==> config.mk <==
export PLATFORM = sky130hd
export DESIGN_NAME = luhn_card_number_classifier
export DESIGN_NICKNAME = d
export VERILOG_FILES = /design/src/rtl/core/luhn_pkg.sv /design/src/rtl/core/luhn_digit_unit.sv /design/src/rtl/core/luhn_card_number_classifier.sv
export SDC_FILE = /design/constraint.sdc
export NUM_CORES = 2
export LEC_CHECK = 0
export ABC_AREA = 1
export BUFFER_PORTS_ARGS = -buffer_cell sky130_fd_sc_hd__buf_2
export CELL_PAD_IN_SITES_DETAIL_PLACEMENT = 1
export CELL_PAD_IN_SITES_GLOBAL_PLACEMENT = 1
export CORE_ASPECT_RATIO = 0.6
export CORE_MARGIN = 1
export CORE_UTILIZATION = 35
export DETAILED_ROUTE_END_ITERATION = 10
export PLACE_DENSITY = 0.73
export SYNTH_ARGS = -nofsm -noshare
export SYNTH_HDL_FRONTEND = slang
export SYNTH_SLANG_ARGS = --single-unit
==> constraint.sdc <==
create_clock -name clk -period 5.6 [get_ports clk]
set_clock_uncertainty 0.2 [all_clocks]
set_input_delay 1.4 -clock clk [delete_from_list [all_inputs] [get_ports clk]]
set_output_delay 1.4 -clock clk [all_outputs]
set_load 0.02 [all_outputs]
==> src/rtl/core/luhn_pkg.sv <==
// Package for the Luhn card number classifier.
// Holds widths, pipeline depths, verdict codes, defaults and the digit weight helper.
package luhn_pkg;

  localparam int CardW = 63;
  localparam int CountW = 5;
  localparam int DefaultMaxDigits = 19;

  // Decimal digits held while converting; a 63-bit value has at most 19
  localparam int BcdDigits = 19;
  localparam int BcdW = 4 * BcdDigits;

  // Binary bits shifted into the decimal register per pipeline stage
  localparam int DabbleBits = 3;
  localparam int DabbleStages = CardW / DabbleBits;

  // Stages after conversion: digit weights, total and class, remainder
  localparam int ScoreStages = 3;
  localparam int LatencyCycles = DabbleStages + ScoreStages;

  // Digits summed together in the first scoring stage
  localparam int GroupDigits = 5;
  localparam int Groups = 4;

  typedef enum logic [1:0] {
    VERDICT_INVALID = 2'd0,
    VERDICT_CLASS_A = 2'd1,
    VERDICT_LEAD4   = 2'd2,
    VERDICT_CLASS_M = 2'd3
  } verdict_t;

  // Weight of one digit: doubled digits of ten or more add their two digits
  function automatic logic [3:0] luhn_weight(input logic [3:0] d, input logic dbl);
    logic [4:0] w;
    w = {1'b0, d};
    if (dbl) begin
      w = {d, 1'b0};
      if (w >= 5'd10) begin
        w = w - 5'd9;
      end
    end
    return w[3:0];
  endfunction

endpackage

==> src/rtl/core/luhn_digit_unit.sv <==
// One stage of the binary to decimal conversion: shifts DabbleBits bits of
// the number into the decimal digit register. Depends on luhn_pkg.
module luhn_digit_unit
  import luhn_pkg::*;
(
  input  logic             clk,
  input  logic             rst,
  input  logic             valid,
  input  logic [CardW-1:0] bin,
  input  logic [BcdW-1:0]  bcd,
  output logic             shifted_valid,
  output logic [CardW-1:0] shifted_bin,
  output logic [BcdW-1:0]  shifted_bcd
);
  logic [CardW-1:0] bin_next;
  logic [BcdW-1:0]  bcd_next;

  // Add three to every digit of five or more, then shift one bit in
  always_comb begin
    bin_next = bin;
    bcd_next = bcd;
    for (int s = 0; s < DabbleBits; s++) begin
      for (int i = 0; i < BcdDigits; i++) begin
        if (bcd_next[4*i +: 4] >= 4'd5) begin
          bcd_next[4*i +: 4] = bcd_next[4*i +: 4] + 4'd3;
        end
      end
      bcd_next = {bcd_next[BcdW-2:0], bin_next[CardW-1]};
      bin_next = {bin_next[CardW-2:0], 1'b0};
    end
  end

  // Advance the item one stage
  always_ff @(posedge clk) begin
    if (rst) begin
      shifted_valid <= 1'b0;
    end else begin
      shifted_valid <= valid;
    end
    shifted_bin <= bin_next;
    shifted_bcd <= bcd_next;
  end
endmodule

==> src/rtl/core/luhn_card_number_classifier.sv <==
// Luhn card number classifier, top level.
// Depends on luhn_pkg and luhn_digit_unit.
//
// Usage: drive card_number and raise start; an item is taken at every edge
// where start is high and busy is low. busy is high only during reset, so
// items may follow back to back, one per cycle.
// The number is converted to decimal digits in DabbleStages (21) pipeline
// stages of three bits each. Three scoring stages follow: digit weights and
// length, then the weighted total and the length/prefix class, then the
// remainder by ten and the verdict. The result shows on verdict,
// checksum_ok and digit_count with done high for exactly one cycle.
// Throughput is one item per cycle. Valid bits travel with the data; the
// receiver cannot stall, so nothing is held. Synchronous reset drops
// every item in flight and clears done.
module luhn_card_number_classifier
  import luhn_pkg::*;
#(
  parameter int MAX_DIGITS = DefaultMaxDigits
) (
  input  logic             clk,
  input  logic             rst,
  input  logic             start,
  input  logic [CardW-1:0] card_number,
  output logic             busy,
  output logic             done,
  output logic [1:0]       verdict,
  output logic             checksum_ok,
  output logic [CountW-1:0] digit_count
);
  logic              accept;
  logic              stage_valid [DabbleStages];
  logic [CardW-1:0]  stage_bin   [DabbleStages];
  logic [BcdW-1:0]   stage_bcd   [DabbleStages];
  logic [BcdW-1:0]   last_bcd;

  logic [3:0]        weight [BcdDigits];
  logic [CountW-1:0] count_next;
  logic [5:0]        part_next [Groups];
  logic              s1_valid;
  logic [CountW-1:0] s1_count;
  logic [5:0]        s1_part [Groups];
  logic [15:0]       s1_lead;

  logic [3:0]        lead12, lead13, lead14, lead15;
  logic [7:0]        total_next;
  verdict_t          class_next;
  logic              s2_valid;
  logic [7:0]        s2_total;
  logic [CountW-1:0] s2_count;
  logic              s2_over;
  verdict_t          s2_class;

  logic [7:0]        rem;
  logic              sum_ok;

  assign busy = rst;
  assign accept = start & ~busy;

  // Convert the number to decimal digits, three bits per stage
  for (genvar j = 0; j < DabbleStages; j++) begin : g_stage
    if (j == 0) begin : g_first
      luhn_digit_unit u_digit (
        .clk(clk), .rst(rst), .valid(accept), .bin(card_number),
        .bcd({BcdW{1'b0}}),
        .shifted_valid(stage_valid[j]), .shifted_bin(stage_bin[j]),
        .shifted_bcd(stage_bcd[j])
      );
    end else begin : g_next
      luhn_digit_unit u_digit (
        .clk(clk), .rst(rst), .valid(stage_valid[j-1]), .bin(stage_bin[j-1]),
        .bcd(stage_bcd[j-1]),
        .shifted_valid(stage_valid[j]), .shifted_bin(stage_bin[j]),
        .shifted_bcd(stage_bcd[j])
      );
    end
  end

  assign last_bcd = stage_bcd[DabbleStages-1];

  // Count digits and weigh every second digit from the right
  always_comb begin
    count_next = '0;
    for (int i = 0; i < BcdDigits; i++) begin
      weight[i] = luhn_weight(last_bcd[4*i +: 4], 1'(i % 2));
      if (last_bcd[4*i +: 4] != 4'd0) begin
        count_next = CountW'(i + 1);
      end
    end
    for (int g = 0; g < Groups; g++) begin
      part_next[g] = '0;
    end
    for (int i = 0; i < BcdDigits; i++) begin
      part_next[i / GroupDigits] = part_next[i / GroupDigits] + {2'b00, weight[i]};
    end
  end

  always_ff @(posedge clk) begin
    if (rst) begin
      s1_valid <= 1'b0;
    end else begin
      s1_valid <= stage_valid[DabbleStages-1];
    end
    s1_count <= count_next;
    for (int g = 0; g < Groups; g++) begin
      s1_part[g] <= part_next[g];
    end
    s1_lead <= last_bcd[63:48];
  end

  assign lead12 = s1_lead[3:0];
  assign lead13 = s1_lead[7:4];
  assign lead14 = s1_lead[11:8];
  assign lead15 = s1_lead[15:12];

  // Add the group sums and classify by length and leading digits
  always_comb begin
    total_next = '0;
    for (int g = 0; g < Groups; g++) begin
      total_next = total_next + {2'b00, s1_part[g]};
    end
    class_next = VERDICT_INVALID;
    if (s1_count == CountW'(15) && lead14 == 4'd3 && (lead13 == 4'd4 || lead13 == 4'd7)) begin
      class_next = VERDICT_CLASS_A;
    end else if (s1_count == CountW'(13) && lead12 == 4'd4) begin
      class_next = VERDICT_LEAD4;
    end else if (s1_count == CountW'(16) && lead15 == 4'd4) begin
      class_next = VERDICT_LEAD4;
    end else if (s1_count == CountW'(16) && lead15 == 4'd5 && lead14 >= 4'd1 &&
                 lead14 <= 4'd5) begin
      class_next = VERDICT_CLASS_M;
    end
  end

  always_ff @(posedge clk) begin
    if (rst) begin
      s2_valid <= 1'b0;
    end else begin
      s2_valid <= s1_valid;
    end
    s2_total <= total_next;
    s2_count <= s1_count;
    s2_over <= s1_count > CountW'(MAX_DIGITS);
    s2_class <= class_next;
  end

  // Reduce the total by ten: subtract 160, 80, 40, 20, 10 where they fit
  always_comb begin
    rem = s2_total;
    if (rem >= 8'd160) rem = rem - 8'd160;
    if (rem >= 8'd80) rem = rem - 8'd80;
    if (rem >= 8'd40) rem = rem - 8'd40;
    if (rem >= 8'd20) rem = rem - 8'd20;
    if (rem >= 8'd10) rem = rem - 8'd10;
    sum_ok = (rem == 8'd0);
  end

  // Show the result for one cycle
  always_ff @(posedge clk) begin
    if (rst) begin
      done <= 1'b0;
    end else begin
      done <= s2_valid;
    end
    if (s2_over) begin
      verdict <= VERDICT_INVALID;
      checksum_ok <= 1'b0;
      digit_count <= CountW'(MAX_DIGITS);
    end else begin
      verdict <= sum_ok ? s2_class : VERDICT_INVALID;
      checksum_ok <= sum_ok;
      digit_count <= s2_count;
    end
  end
endmodule

### After elaboration in Yosys (flattened, before gate mapping)

Memory sizes are Yosys's and may differ from the RTL's.
Cells that the tools add are included.

* register bits: 2067
* input port bits: 66
* bits in writable memories: 24
* memories: 1
* word-level logic and storage cells: 3231

Memory list
* s1_part: words 4, width 6, rd ports 4, clocked after memory_dff 0, wr ports 4, line luhn_card_number_classifier.sv:41 `logic [5:0] s1_part [Groups];`

* mux-type cells: 1042
* add/subtract/negate cells: 1039
* $lt $le $gt $ge: 1024
* bitwise gates (word level): 3
* reduce and logical (&&, ||, !) cells: 31
* eq/ne operators: 9

Operator list (count)
* 4-bit by 3-bit greater-or-equal comparator with 1-bit output, second input constant: 988
* 4-bit two-way mux: 966
* 4-bit by 2-bit adder with 4-bit output, second input constant: 945
* 3-bit two-way mux: 45
* 3-bit by 2-bit adder with 3-bit output, second input constant: 43
* 4-bit nonzero test: 19
* 5-bit two-way mux: 11
* 5-bit by 4-bit greater-or-equal comparator with 1-bit output, second input constant: 9
* 6-bit by 4-bit adder with 6-bit output: 7
* 8-bit two-way mux: 5
* 1-bit by 2-bit adder with 3-bit output, second input constant: 13
* 1-bit by 3-bit greater-or-equal comparator with 1-bit output, second input constant: 13
* 4-bit subtractor, second input constant: 9
* 5-bit by 4-bit adder with 6-bit output: 4
* 4-bit by 4-bit adder with 5-bit output: 4
* 4-bit by 3-bit equality test with 1-bit output, second input constant: 5
* 1-bit by 2-bit adder with 3-bit output, both inputs constant: 6
* 1-bit by 3-bit greater-or-equal comparator with 1-bit output, both inputs constant: 6
* 2-bit two-way mux: 7
* 5-bit by 4-bit equality test with 1-bit output, second input constant: 2
* 7-bit by 6-bit adder with 8-bit output: 1
* 8-bit by 6-bit adder with 8-bit output: 1
* 8-bit by 4-bit greater-or-equal comparator with 1-bit output, second input constant: 1
* 8-bit by 5-bit greater-or-equal comparator with 1-bit output, second input constant: 1
* other kinds (22): 37

### Logic depth before layout (Yosys ltp)

* depth in word-level cells: 19
* mapped depth: 22

### Cells and area by module

Synthesis repeated with hierarchy kept, for this count alone.

* cells, all modules: 29514
* area, all modules: 197520.7 µm²

Modules (own cells, without submodules)
* luhn_digit_unit: cells each 1378, area an instance 9167.5 µm², times used 21, seq. area each 2742.6 µm²
* luhn_card_number_classifier: cells each 576, area an instance 5002.3 µm², times used 1, seq. area each 1441.4 µm²

### Worst setup path before layout

Ideal clock, no wire load.

* path kind: register -> register
* from: register g_stage[20].g_next.u_digit.shifted_bcd[12]
* to: memory s1_part[0][5]
* data arrival time: 3.633 ns
* setup slack: 1.695 ns
* cell stages (with the launch flop): 15
* setup time: 0.072 ns
* buffers on the path: 0
* data required time: 5.328 ns
* period minus slack after synthesis: 3.905 ns
* path through: dfxtp_1 -> inv_1 -> ha_1 -> o21ai_0 -> xor2_1 -> fa_1 -> fa_1 -> inv_1 -> fa_1 -> inv_1 -> ha_1 -> inv_1 -> fa_1 -> o21ai_0 -> xor2_1

RTL lines
* start, declared: line luhn_digit_unit.sv:13 `output logic [BcdW-1:0] shifted_bcd`
* start signal, assigned: line luhn_digit_unit.sv:41 `shifted_bcd <= bcd_next;`
* end, declared: line luhn_card_number_classifier.sv:41

==> run metrics <==
CTS Buffer Depth=4; Final Hold Viols=0; Post-CTS Resized=0; area leader, netlist=dfxtp_1; largest family of logic cells by synthesized area=adder cells; Die Width=686 µm; Final ANT Viol Nets=0; Setup TNS=0 ps; clk sinks=1616; share of flip-flops with an asynchronous set or reset=0%; sequential fraction of the synthesis area=approximately a third; initial drt markers=roughly 2200; die height=412 µm; Post-DP HPWL=146000 µm; drt wl/cell=11.1 µm; CTS H-Tree Depth=4; mux contribution to synthesized area=0.0815%; number of flops mapped to enable cells by yosys=0; worst-path maximum fanout=4; CP peak stage delay=520 ps; root buf cell=clkbuf_16; Vias=76100; FF-to-FF Start=g_stage[20].g_next.u_digit.shifted_bcd[12]; core area=279000 µm²; WL final=189000 µm; Synth Register Bits=1616; CTS tree=yes; GPL Wtd Cong=0.757; status=completed; Critical Path AT=roughly 4800 ps; CP Launch Type=register; crit-path cells=inv_1 > ha_1 > o21ai_0 > xor2_1 > fa_1 > fa_1 > inv_1 > fa_1 > inv_1 > ha_1 > inv_1 > fa_1 > o21ai_0 > xor2_1; Synth Area per Inst=about 7.6 µm²; Post-Syn Instances=12900; dpl cells=roughly 17000; final layout net count=about 15000; Post-Syn Area=98300 µm²; register clock-pin slew on the reported worst setup and hold paths=~60 ps; most common cell after layout, fill and taps aside=inv_1; fin cells=17000; Worst Setup SP=g_stage[20].g_next.u_digit.shifted_bcd[12]; Max Cap Viol=0; Hold Slack=93.8 ps; hold crit path type=register to register; Area contributors post-synth=dfxtp_1 (33%), ha_1 (17%), inv_1 (10%); clock latency on the worst-skew pair=860 ps; Critical Path RT=6190 ps; first-pass GRT wire length=343000 µm; num rows=150; dpl cell area=103000 µm²; CP Buf/Inv Count=4; RSZ-0062 raised after global routing=no; # DRC=0; die area=283000 µm²; area share of the largest cell type after synthesis=32.9%; Worst slew margin=41.4%; IO Pins=76; YS warnings=0; compound-cell area share of the yosys netlist=approximately 16%; syn nets=14400; Critical Path Slowest Stage Cell=fa_1; share of cells above drive strength 1=about 5.3%; Simple-Gate Fraction of Synth Area=13.7%; Fmax=0.237 GHz; Remaining Overflow, GRT=0; area grow syn2layout=11.0%; initial antenna violation count=2; Finished Cell Area=109000 µm²; final number of setup-violating endpoints=0; top_reg_cell synth=dfxtp_1; Adder-Cell Fraction of Synth Area=17.9%; Synth Area in XOR/XNOR=8.44%; Total GRT Usage=about 13%; Final min period=~4200 ps; drt first pass iters=5; post-synth cell types=52; vias in the first global route=around 80000; pin count of the biggest net entering global routing=26; commonest non-fill, non-tap cells in the layout=inv_1 (2745), nand2_1 (1962), dfxtp_1 (1616); delay-heaviest family, CP=adder cells; Slew Viols, Final=0; fin crit share=75.4%; Least-Margin Pin Slew=868 ps; Post-CTS Setup Bufs=0; CP Capture Type=register; Fill cells=~34000; Via density=4.46; Worst Setup Path Type=register to register; Hold Buf Count CTS=0; Port Buffers=75; worst hold start=g_stage[7].g_next.u_digit.shifted_bin[56]; Initial Utilization=between 30% and 40%; CTS buffer count=between 150 and 200
[per-layer routing]
metal / GRT usage, % / wire length [µm]
met1: 18.8 / 103000
met2: 22.2 / 78500
met5: 0 / 0
met4: 2.76 / 3310
met3: 1.94 / 4450
[synthesized netlist by cell type (4+ instances only)]
master	n
a211oi_1	26
a21o_1	58
a21oi_1	839
a21oi_2	16
a31oi_1	35
and2_1	4
clkbuf_1	9
dfxtp_1	1616
fa_1	53
ha_1	1320
inv_1	2745
inv_2	6
mux2i_1	8
nand2_1	1962
nand2_2	17
nand3_1	243
nand3_2	29
nand3b_1	10
nand4_1	4
nor2_1	890
nor3_1	43
nor4_1	8
o211ai_1	17
o21a_1	38
o21ai_0	1182
o21ai_1	401
o21ai_2	200
o21bai_1	30
o22ai_1	48
o311ai_0	5
o311ai_1	11
o31a_1	9
o31ai_1	12
or2_0	13
or2_1	32
or2_2	61
xnor2_1	104
xor2_1	804
xor2_2	20
[worst paths after layout]
path	to	slack, ps	depth (start not counted)
setup reg to reg	s1_part[0][5]	1380	14
setup / recovery	s1_part[0][5]	1380	14
hold / removal	g_stage[8].g_next.u_digit.shifted_bin[59]	90	0
hold reg to reg	g_stage[8].g_next.u_digit.shifted_bin[59]	90	0
[layout make-up]
class,count,area [µm²],share of cell area [%]
clock buffers,242,5010,4.59
repair buffers,75,375,0.344
inverters,2751,10300,9.46
well taps,3724,4660,4.27
multi-input cells,8564,55600,50.9
diodes,2,5.00,0.00459
clock inverters,67,845,0.774
flip-flops and latches,1616,32400,29.6
[logic make-up (layout without fill, tap and decap cells)]
kind of cell | count (synthesis) | in the layout
xor+xnor | 929 | 929
fa+ha+maj | 1373 | 1373
flops | 1616 | 1616
mux | 8 | 8
other cells | 0 | 2
simple gates | 3322 | 3322
buf+inv | 2763 | 3135
compound gates | 2932 | 2932
[metrics by stage]
stage | utilization (%) | setup WS [ps]
after CTS | 39.1 | 1340
final | 39.1 | 1380
after global placement | 37.0 | 1430
after detailed placement | 37.0 | 1350
after global routing | 39.1 | 1000
after floorplan | - | 1690
[worst reg2reg max path: stages (launching register included)]
cell and delay [ps]:
dfxtp_1 360, inv_1 60, ha_1 200, o21ai_0 510, xor2_1 250, fa_1 470, fa_1 520, inv_1 60
fa_1 440, inv_1 70, ha_1 170, inv_1 60, fa_1 390, o21ai_0 230, xor2_1 160
[flip-flops by register name, summed over array words and instances (netlist names), 8 cells and up]
register,cells
g_stage.g_next.u_digit.shifted_valid,20
g_stage.g_next.u_digit.shifted_bcd,890
s1_lead,16
s2_total,8
g_stage.g_next.u_digit.shifted_bin,570
g_stage.g_first.u_digit.shifted_bin,60
s1_part,24
Power is left out: the tool's default activity adds up to more than one toggle a clock period on the data nets, which glitch-free logic cannot reach.
